## config.mk

```make
export PLATFORM = sky130hd
export DESIGN_NAME = partition_fit_allocator
export DESIGN_NICKNAME = d
export VERILOG_FILES = /design/src/rtl/pfa_pkg.sv /design/src/rtl/partition_fit_allocator.sv /design/src/rtl/pfa_cell.sv
export SDC_FILE = /design/constraint.sdc
export NUM_CORES = 2
export LEC_CHECK = 0
export ABC_AREA = 0
export BUFFER_PORTS_ARGS = -buffer_cell sky130_fd_sc_hd__buf_4
export CAP_MARGIN = 20
export CORE_MARGIN = 2
export CORE_UTILIZATION = 40
export CTS_CLUSTER_SIZE = 24
export DETAILED_ROUTE_END_ITERATION = 8
export PLACE_DENSITY = 0.61
export SLEW_MARGIN = 40
export SYNTH_ARGS = -nofsm -noshare
export SYNTH_HDL_FRONTEND = slang
export SYNTH_SLANG_ARGS = --single-unit
```

## constraint.sdc

```tcl
create_clock -name clk -period 13.7 [get_ports clk]
set_input_delay 2.055 -clock clk [delete_from_list [all_inputs] [get_ports clk]]
set_output_delay 2.055 -clock clk [all_outputs]
set_load 0.1 [all_outputs]
```

## src/rtl/pfa_pkg.sv

```systemverilog
// Package for the fixed-partition allocator.
// Holds codes and the control struct shared by the top level and the cells.
// No dependencies.
package pfa_pkg;

    // Request kinds carried in req_type
    localparam logic REQ_LOAD  = 1'b0;
    localparam logic REQ_ALLOC = 1'b1;

    // Result status codes
    localparam logic [1:0] ST_LOADED  = 2'd0;
    localparam logic [1:0] ST_GRANTED = 2'd1;
    localparam logic [1:0] ST_NOFIT   = 2'd2;

    // Fit policy codes (the unused code behaves as first fit)
    localparam logic [1:0] POL_FIRST = 2'd0;
    localparam logic [1:0] POL_BEST  = 2'd1;
    localparam logic [1:0] POL_WORST = 2'd2;

    // Configuration register indexes
    localparam logic [1:0] REG_FIT_POLICY  = 2'd0;
    localparam logic [1:0] REG_BLOCK_COUNT = 2'd1;

    // Configuration field widths
    localparam int POLICY_W = 2;
    localparam int COUNT_W  = 5;

    // Broadcast control from the sequencer to every cell
    typedef struct packed {
        logic                load_en;   // write size into the selected cell, free it
        logic                grant_en;  // mark the selected cell used
        logic [POLICY_W-1:0] policy;    // fit policy for the candidate compare
    } cell_ctrl_t;

endpackage

```

## src/rtl/partition_fit_allocator.sv

```systemverilog
// Fixed-partition allocator top level: sequencer, configuration registers,
// output register and the chain of table cells.
// Depends on pfa_pkg and pfa_cell.
//
//  Channel | Handshake             | Payload
//  --------+-----------------------+---------------------------------------------
//  input   | in_valid / in_stall   | req_type, block_index, amount
//  output  | out_valid / out_stall | status, chosen_index, chosen_size, leftover
//  config  | wr_en                 | wr_index, wr_data
//
// A load goes from idle to the result state; an allocate passes through scan,
// grant and result, the candidate walking the cell chain one cell per cycle.
// in_stall is high while a transaction is in flight; a finished result can wait
// in the output register while the next transaction is already accepted.
// Reset clears all used marks and the registers (first fit, 16 blocks);
// block sizes are undefined until loaded. No clearing pass is needed.
module partition_fit_allocator #(
    parameter int NUM_BLOCKS = 16,
    parameter int SIZE_BITS  = 16
) (
    input  logic        clk,
    input  logic        rst_n,
    // input channel
    input  logic        in_valid,
    output logic        in_stall,
    input  logic        req_type,
    input  logic [3:0]  block_index,
    input  logic [15:0] amount,
    // output channel
    output logic        out_valid,
    input  logic        out_stall,
    output logic [1:0]  status,
    output logic [3:0]  chosen_index,
    output logic [15:0] chosen_size,
    output logic [15:0] leftover,
    // configuration
    input  logic        wr_en,
    input  logic [1:0]  wr_index,
    input  logic [4:0]  wr_data
);
    import pfa_pkg::*;

    localparam int IDX_W = $clog2(NUM_BLOCKS);
    localparam logic [IDX_W-1:0] LAST_CNT = IDX_W'(NUM_BLOCKS - 1);

    typedef enum logic [1:0] {
        S_IDLE,
        S_SCAN,
        S_GRANT,
        S_RESULT
    } state_t;

    state_t                state_reg;
    logic [IDX_W-1:0]      cnt_reg;
    logic [SIZE_BITS-1:0]  amt_reg;
    logic [POLICY_W-1:0]   policy_reg;
    logic [COUNT_W-1:0]    count_reg;
    logic [1:0]            res_status_reg;
    logic [IDX_W-1:0]      res_index_reg;
    logic [SIZE_BITS-1:0]  res_size_reg;
    logic [SIZE_BITS-1:0]  res_left_reg;
    logic                  out_valid_reg;
    logic [1:0]            status_reg;
    logic [3:0]            chosen_index_reg;
    logic [15:0]           chosen_size_reg;
    logic [15:0]           leftover_reg;

    logic                  accept;
    logic                  load_hit;
    logic                  out_free;
    cell_ctrl_t            ctrl;
    logic [IDX_W-1:0]      sel_index;
    logic [SIZE_BITS-1:0]  in_amount;

    // Chain taps: entry 0 is the empty candidate fed into the first cell
    logic                  found_w [NUM_BLOCKS+1];
    logic [IDX_W-1:0]      index_w [NUM_BLOCKS+1];
    logic [SIZE_BITS-1:0]  size_w  [NUM_BLOCKS+1];
    logic [SIZE_BITS-1:0]  left_w  [NUM_BLOCKS+1];

    assign in_stall  = (state_reg != S_IDLE);
    assign accept    = in_valid && !in_stall;
    assign out_free  = !out_valid_reg || !out_stall;
    assign in_amount = SIZE_BITS'(amount);
    assign load_hit  = (int'(block_index) < NUM_BLOCKS);

    // Broadcast to the cells: load in idle, grant once the scan has finished
    always_comb
    begin
        ctrl.load_en  = accept && (req_type == REQ_LOAD) && load_hit;
        ctrl.grant_en = (state_reg == S_GRANT) && found_w[NUM_BLOCKS];
        ctrl.policy   = policy_reg;
        if (state_reg == S_GRANT)
        begin
            sel_index = index_w[NUM_BLOCKS];
        end
        else
        begin
            sel_index = IDX_W'(block_index);
        end
    end

    assign found_w[0] = 1'b0;
    assign index_w[0] = '0;
    assign size_w[0]  = '0;
    assign left_w[0]  = '0;

    // Cell chain
    for (genvar i = 0; i < NUM_BLOCKS; i++)
    begin : g_cell
        pfa_cell #(
            .CELL_IDX  (i),
            .IDX_W     (IDX_W),
            .SIZE_BITS (SIZE_BITS)
        ) u_cell (
            .clk         (clk),
            .rst_n       (rst_n),
            .ctrl        (ctrl),
            .sel_index   (sel_index),
            .load_size   (in_amount),
            .req_amount  (amt_reg),
            .block_count (count_reg),
            .prev_found  (found_w[i]),
            .prev_index  (index_w[i]),
            .prev_size   (size_w[i]),
            .prev_left   (left_w[i]),
            .cand_found  (found_w[i+1]),
            .cand_index  (index_w[i+1]),
            .cand_size   (size_w[i+1]),
            .cand_left   (left_w[i+1])
        );
    end

    // Sequencer, configuration and output register
    always_ff @(posedge clk or negedge rst_n)
    begin
        if (!rst_n)
        begin
            state_reg        <= S_IDLE;
            cnt_reg          <= '0;
            amt_reg          <= '0;
            policy_reg       <= POL_FIRST;
            count_reg        <= COUNT_W'(16);
            res_status_reg   <= ST_LOADED;
            res_index_reg    <= '0;
            res_size_reg     <= '0;
            res_left_reg     <= '0;
            out_valid_reg    <= 1'b0;
            status_reg       <= ST_LOADED;
            chosen_index_reg <= '0;
            chosen_size_reg  <= '0;
            leftover_reg     <= '0;
        end
        else
        begin
            // configuration writes
            if (wr_en)
            begin
                case (wr_index)
                    REG_FIT_POLICY:  policy_reg <= wr_data[POLICY_W-1:0];
                    REG_BLOCK_COUNT: count_reg  <= wr_data[COUNT_W-1:0];
                    default:         ;
                endcase
            end

            // output slot drains when taken
            if (out_valid_reg && !out_stall)
            begin
                out_valid_reg <= 1'b0;
            end

            case (state_reg)
                S_IDLE:
                begin
                    if (accept)
                    begin
                        if (req_type == REQ_LOAD)
                        begin
                            res_status_reg <= ST_LOADED;
                            res_index_reg  <= '0;
                            res_size_reg   <= '0;
                            res_left_reg   <= '0;
                            state_reg      <= S_RESULT;
                        end
                        else
                        begin
                            amt_reg   <= in_amount;
                            cnt_reg   <= '0;
                            state_reg <= S_SCAN;
                        end
                    end
                end
                S_SCAN:
                begin
                    cnt_reg <= cnt_reg + 1'b1;
                    if (cnt_reg == LAST_CNT)
                    begin
                        state_reg <= S_GRANT;
                    end
                end
                S_GRANT:
                begin
                    if (found_w[NUM_BLOCKS])
                    begin
                        res_status_reg <= ST_GRANTED;
                        res_index_reg  <= index_w[NUM_BLOCKS];
                        res_size_reg   <= size_w[NUM_BLOCKS];
                        res_left_reg   <= left_w[NUM_BLOCKS];
                    end
                    else
                    begin
                        res_status_reg <= ST_NOFIT;
                        res_index_reg  <= '0;
                        res_size_reg   <= '0;
                        res_left_reg   <= '0;
                    end
                    state_reg <= S_RESULT;
                end
                S_RESULT:
                begin
                    if (out_free)
                    begin
                        out_valid_reg    <= 1'b1;
                        status_reg       <= res_status_reg;
                        chosen_index_reg <= 4'(res_index_reg);
                        chosen_size_reg  <= 16'(res_size_reg);
                        leftover_reg     <= 16'(res_left_reg);
                        state_reg        <= S_IDLE;
                    end
                end
                default:
                begin
                    state_reg <= S_IDLE;
                end
            endcase
        end
    end

    assign out_valid    = out_valid_reg;
    assign status       = status_reg;
    assign chosen_index = chosen_index_reg;
    assign chosen_size  = chosen_size_reg;
    assign leftover     = leftover_reg;

`ifndef SYNTHESIS
    // A new result only appears when the sequencer hands one over
    a_result_source: assert property (@(posedge clk) disable iff (!rst_n)
        $rose(out_valid_reg) |-> $past(state_reg == S_RESULT))
        else $error("output valid rose outside result hand-over");

    // Load and no-fit results carry zero fields
    a_zero_fields: assert property (@(posedge clk) disable iff (!rst_n)
        out_valid_reg && (status_reg != ST_GRANTED) |->
            (chosen_index_reg == 4'd0) && (chosen_size_reg == 16'd0)
            && (leftover_reg == 16'd0))
        else $error("non-grant result with nonzero fields");

    // A scan runs through the whole chain before granting
    a_scan_length: assert property (@(posedge clk) disable iff (!rst_n)
        (state_reg == S_GRANT) |-> $past(state_reg == S_SCAN)
            && $past(cnt_reg == LAST_CNT))
        else $error("grant reached before the chain was walked");
`endif

endmodule

```

## src/rtl/pfa_cell.sv

```systemverilog
// One block of the partition table: its size, its used mark and one stage
// of the candidate chain that walks the table during an allocate scan.
// Depends on pfa_pkg.
module pfa_cell #(
    parameter int CELL_IDX  = 0,
    parameter int IDX_W     = 4,
    parameter int SIZE_BITS = 16
) (
    input  logic                   clk,
    input  logic                   rst_n,
    input  pfa_pkg::cell_ctrl_t    ctrl,
    input  logic [IDX_W-1:0]       sel_index,
    input  logic [SIZE_BITS-1:0]   load_size,
    input  logic [SIZE_BITS-1:0]   req_amount,
    input  logic [pfa_pkg::COUNT_W-1:0] block_count,
    // candidate from the previous cell
    input  logic                   prev_found,
    input  logic [IDX_W-1:0]       prev_index,
    input  logic [SIZE_BITS-1:0]   prev_size,
    input  logic [SIZE_BITS-1:0]   prev_left,
    // candidate handed to the next cell
    output logic                   cand_found,
    output logic [IDX_W-1:0]       cand_index,
    output logic [SIZE_BITS-1:0]   cand_size,
    output logic [SIZE_BITS-1:0]   cand_left
);
    import pfa_pkg::*;

    localparam logic [IDX_W-1:0] MY_IDX = IDX_W'(CELL_IDX);

    logic                 used_reg;
    logic [SIZE_BITS-1:0] size_reg;
    logic                 found_reg;
    logic [IDX_W-1:0]     index_reg;
    logic [SIZE_BITS-1:0] csize_reg;
    logic [SIZE_BITS-1:0] left_reg;

    logic                 selected;
    logic                 in_range;
    logic                 fits;
    logic [SIZE_BITS-1:0] my_left;
    logic                 better;
    logic                 take;

    assign selected = (sel_index == MY_IDX);
    assign in_range = (CELL_IDX < int'(block_count));

    // Candidate compare: take this block if it fits and there is no incoming pick or it beats it
    assign fits    = !used_reg && in_range && (size_reg >= req_amount);
    assign my_left = size_reg - req_amount;

    always_comb
    begin
        case (ctrl.policy)
            POL_BEST:  better = (my_left < prev_left);
            POL_WORST: better = (my_left > prev_left);
            default:   better = 1'b0;
        endcase
    end

    assign take = fits && (!prev_found || better);

    // Table entry: size has no reset, used mark clears on reset
    always_ff @(posedge clk or negedge rst_n)
    begin
        if (!rst_n)
        begin
            used_reg <= 1'b0;
        end
        else if (ctrl.load_en && selected)
        begin
            used_reg <= 1'b0;
        end
        else if (ctrl.grant_en && selected)
        begin
            used_reg <= 1'b1;
        end
    end

    always_ff @(posedge clk)
    begin
        if (ctrl.load_en && selected)
        begin
            size_reg <= load_size;
        end
    end

    // Chain stage
    always_ff @(posedge clk or negedge rst_n)
    begin
        if (!rst_n)
        begin
            found_reg <= 1'b0;
        end
        else
        begin
            found_reg <= prev_found || take;
        end
    end

    always_ff @(posedge clk)
    begin
        if (take)
        begin
            index_reg <= MY_IDX;
            csize_reg <= size_reg;
            left_reg  <= my_left;
        end
        else
        begin
            index_reg <= prev_index;
            csize_reg <= prev_size;
            left_reg  <= prev_left;
        end
    end

    assign cand_found = found_reg;
    assign cand_index = index_reg;
    assign cand_size  = csize_reg;
    assign cand_left  = left_reg;

endmodule
```

==> results.toml <==
[status]
status = "finished, final reports clean"

[cts]
cts_sinks = 955
cts_setup_buffers = 0
cts_tree = "yes"
cts_hold_buf = 0
cts.repair.resized = 0
numCtsBuffers = 104
cts-root-buf = "clkbuf_16"
clk_path_buf_depth = 3
clock_latency_ps = 730
h-tree-depth = 3
clk_pin_slew_ps = 60

[yosys]
ys_ff_latch = 955
syn_avg_cell_area_um2 = 11.0
syn-cell-area_um2 = 49300
synth_cell_types = 94
netlist_instances = 4504
async_reset_ff_share_pct = 14.5
mappedNetlistNets = 5056
ys_warn_count = 0
synth_edf_count = 256
synth-main-ff-cell = "dfxtp_1"
yosysSeqAreaShare_pct = 45.3

[floorplan]
dieArea_um2 = 126000
num_rows = 128
dieHeight_um = 355
coreArea_um2 = 122000
die_x_um = 355
io_pins = 73
start_util_pct = 40.4

[layout]
final_common_cell = "dfxtp_1"
syn2layout_area_growth_pct = 12.9
final_nets = 5221
drive_above_1_share_pct = 18.5
most-common-layout-cells = "dfxtp_1, ha_1, mux2_2, inv_1, a21oi_1"

[timing]
clock_skew_ps = 59.5
final_max_slew_viol_count = 0
min_period_ps = 6430
period_share_pct = 46.9
setup_viol = 0
tightestPinTransition_ps = 890
hold_violations = 0
max_freq_ghz = 0.156
setup_ws_ps = 7270
slew-limit-headroom_pct = 40.3
fin_setup_tns_ps = 0
rsz0062_at_grt = "no"

[routing]
vias = 34670
via_per_inst = 5.43
first_iter_violations = 2925
drc = 0
ant_nets = 0
firstDrtPassIters = 5
routedWlPerCell_um = 22.7
wl_um = 145000

[global_route]
grt_max_degree = 62
antenna_found_initial = 9
grt_pass1_vias = 33755
overflow = 0
grt_usage_pct = 22.7
grt_first_pass_wirelength_um = 216000

[worst_setup_path]
cp_slowest_cell = "clkinv_1"
cp_top_family = "compound AO/OA/AOI/OAI gates"
crit_type = "reg -> reg"
worstPathMaxFanout = 17
cp_num_buf_inv = 4
critPathMaxStageDelay_ps = 690
cp-start-kind = "flip-flop"
setup.worst_path.end_class = "flip-flop"
crit_chain = "clkinv_1 > buf_4 > ha_1 > or2_2 > o31ai_1 > o311ai_0 > a2111o_1 > o311ai_0 > ha_1 > nand4_1 > nor2_1 > and4_1 > a2111oi_0 > mux2i_1 > o2bb2ai_4 > buf_8 > buf_8 > mux2_2"
critPathRequiredTime_ps = 14260
crit_arrival_ps = 6990

[placed_design]
place.gp.congestion = 0.896
pre_cts_ws_ps = 7520
io_buffer_count = 72
dp_hpwl_um = 106000

[run]
maxCapViolations = 0

[power_and_ir_drop]
vdd_ir_drop_max_mv = 0.239
power_density_nw_per_um2 = 279
p_leak_uw = 0.0237

[hold_path]
holdCritPathClass = "reg -> reg"
## where the power goes
part | internal, uW | leakage (uW) | switching (uW)
Sequential | 3840 | 0.00872 | 637
Clock | 1670 | 0.00172 | 1210
Combinational | 3530 | 0.0133 | 4670
## through the flow
stage	util [%]	std cells	total power [uW]	instance area [um^2]	hold slack [ps]
2_1_floorplan	-	4504	10200	49300	386
5_1_grt	45.7	6386	16700	55700	415
3_5_place_dp	42.7	6188	12600	52100	395
3_3_place_gp	42.6	6179	12400	52000	395
6_report	45.7	6390	15600	55700	383
4_1_cts	45.6	6386	15500	55700	393
## routing by layer
metal	GRT usage, %	part of all wire (%)	vias up
met5	0	0.0090	-
met4	5.84	2.6	2
met2	36.0	45	1060
met3	3.19	6.1	202
met1	32.5	47	16845
li1	-	-	16561
## cell families after synthesis
kind of cell | count (synthesis) | share of synthesized area [%]
adders and majority gates | 519 | 13.4
xor gates and xnor gates | 169 | 3.00
DFF | 955 | 45.3
muxes | 549 | 12.8
and+or+nand+nor | 962 | 9.71
AOI/OAI and AO/OA | 879 | 11.8
buffers and inverters | 471 | 3.98
## final timing paths
kind	slack, ps	startpoint	endpoint	cells past startpoint
max	7270	amt_reg[5]$_DFFE_PN0P_	g_cell[9].u_cell.cand_left[5]$_DFF_P_	18
min	380	g_cell[9].u_cell.cand_index[3]$_SDFF_PP1_	g_cell[10].u_cell.cand_index[3]$_SDFF_PP1_	1
max reg2reg	7270	amt_reg[5]$_DFFE_PN0P_	g_cell[9].u_cell.cand_left[5]$_DFF_P_	18
min reg2reg	380	g_cell[9].u_cell.cand_index[3]$_SDFF_PP1_	g_cell[10].u_cell.cand_index[3]$_SDFF_PP1_	1
max in group asynchronous	10720	rst_n	g_cell[11].u_cell.cand_found$_DFF_PN0_	3
min in group asynchronous	1270	rst_n	g_cell[6].u_cell.cand_found$_DFF_PN0_	1
## worst reg2reg max path, delay by kind of cell, from the launching register on
family                   cells  cell delay, ps
multiplexers                 2             740
AND/OR/NAND/NOR              4             740
AO/OA/AOI/OAI                6            2250
adder cells (fa/ha/maj)      2             590
buffers and inverters        4            1600
flip-flops                   1             340
## synth_stat cells, types with 31 or more instances
cell	number	area (um^2)
a21o_1	116	871
a21oi_1	266	1330
and2_1	46	288
clkbuf_1	31	116
dfrtp_1	137	3430
dfxtp_1	561	11200
edfxtp_1	256	7690
ha_1	503	6290
inv_1	389	1460
mux2_2	443	4990
mux2_4	49	736
mux2i_1	39	390
nand2_1	212	796
nand2b_1	40	250
nand3_1	83	415
nand4_1	77	482
nor2_1	229	860
nor2b_1	85	532
nor3_1	69	345
o21a_1	60	450
o21ai_0	172	861
or2_2	40	250
xnor2_1	132	1160
xor2_1	37	324
## layout make-up
class                   instances  area (um^2)
multi-input cells            3078        25100
clock buffers                 145         2900
inverters                     389         1460
well taps                    1625         2030
fillers                     11362        66300
clock inverters                53          662
diodes                          4         10.0
repair buffers                141         1150
flip-flops and latches        955        22400
Note: power is estimated with default switching activity, not from simulation.
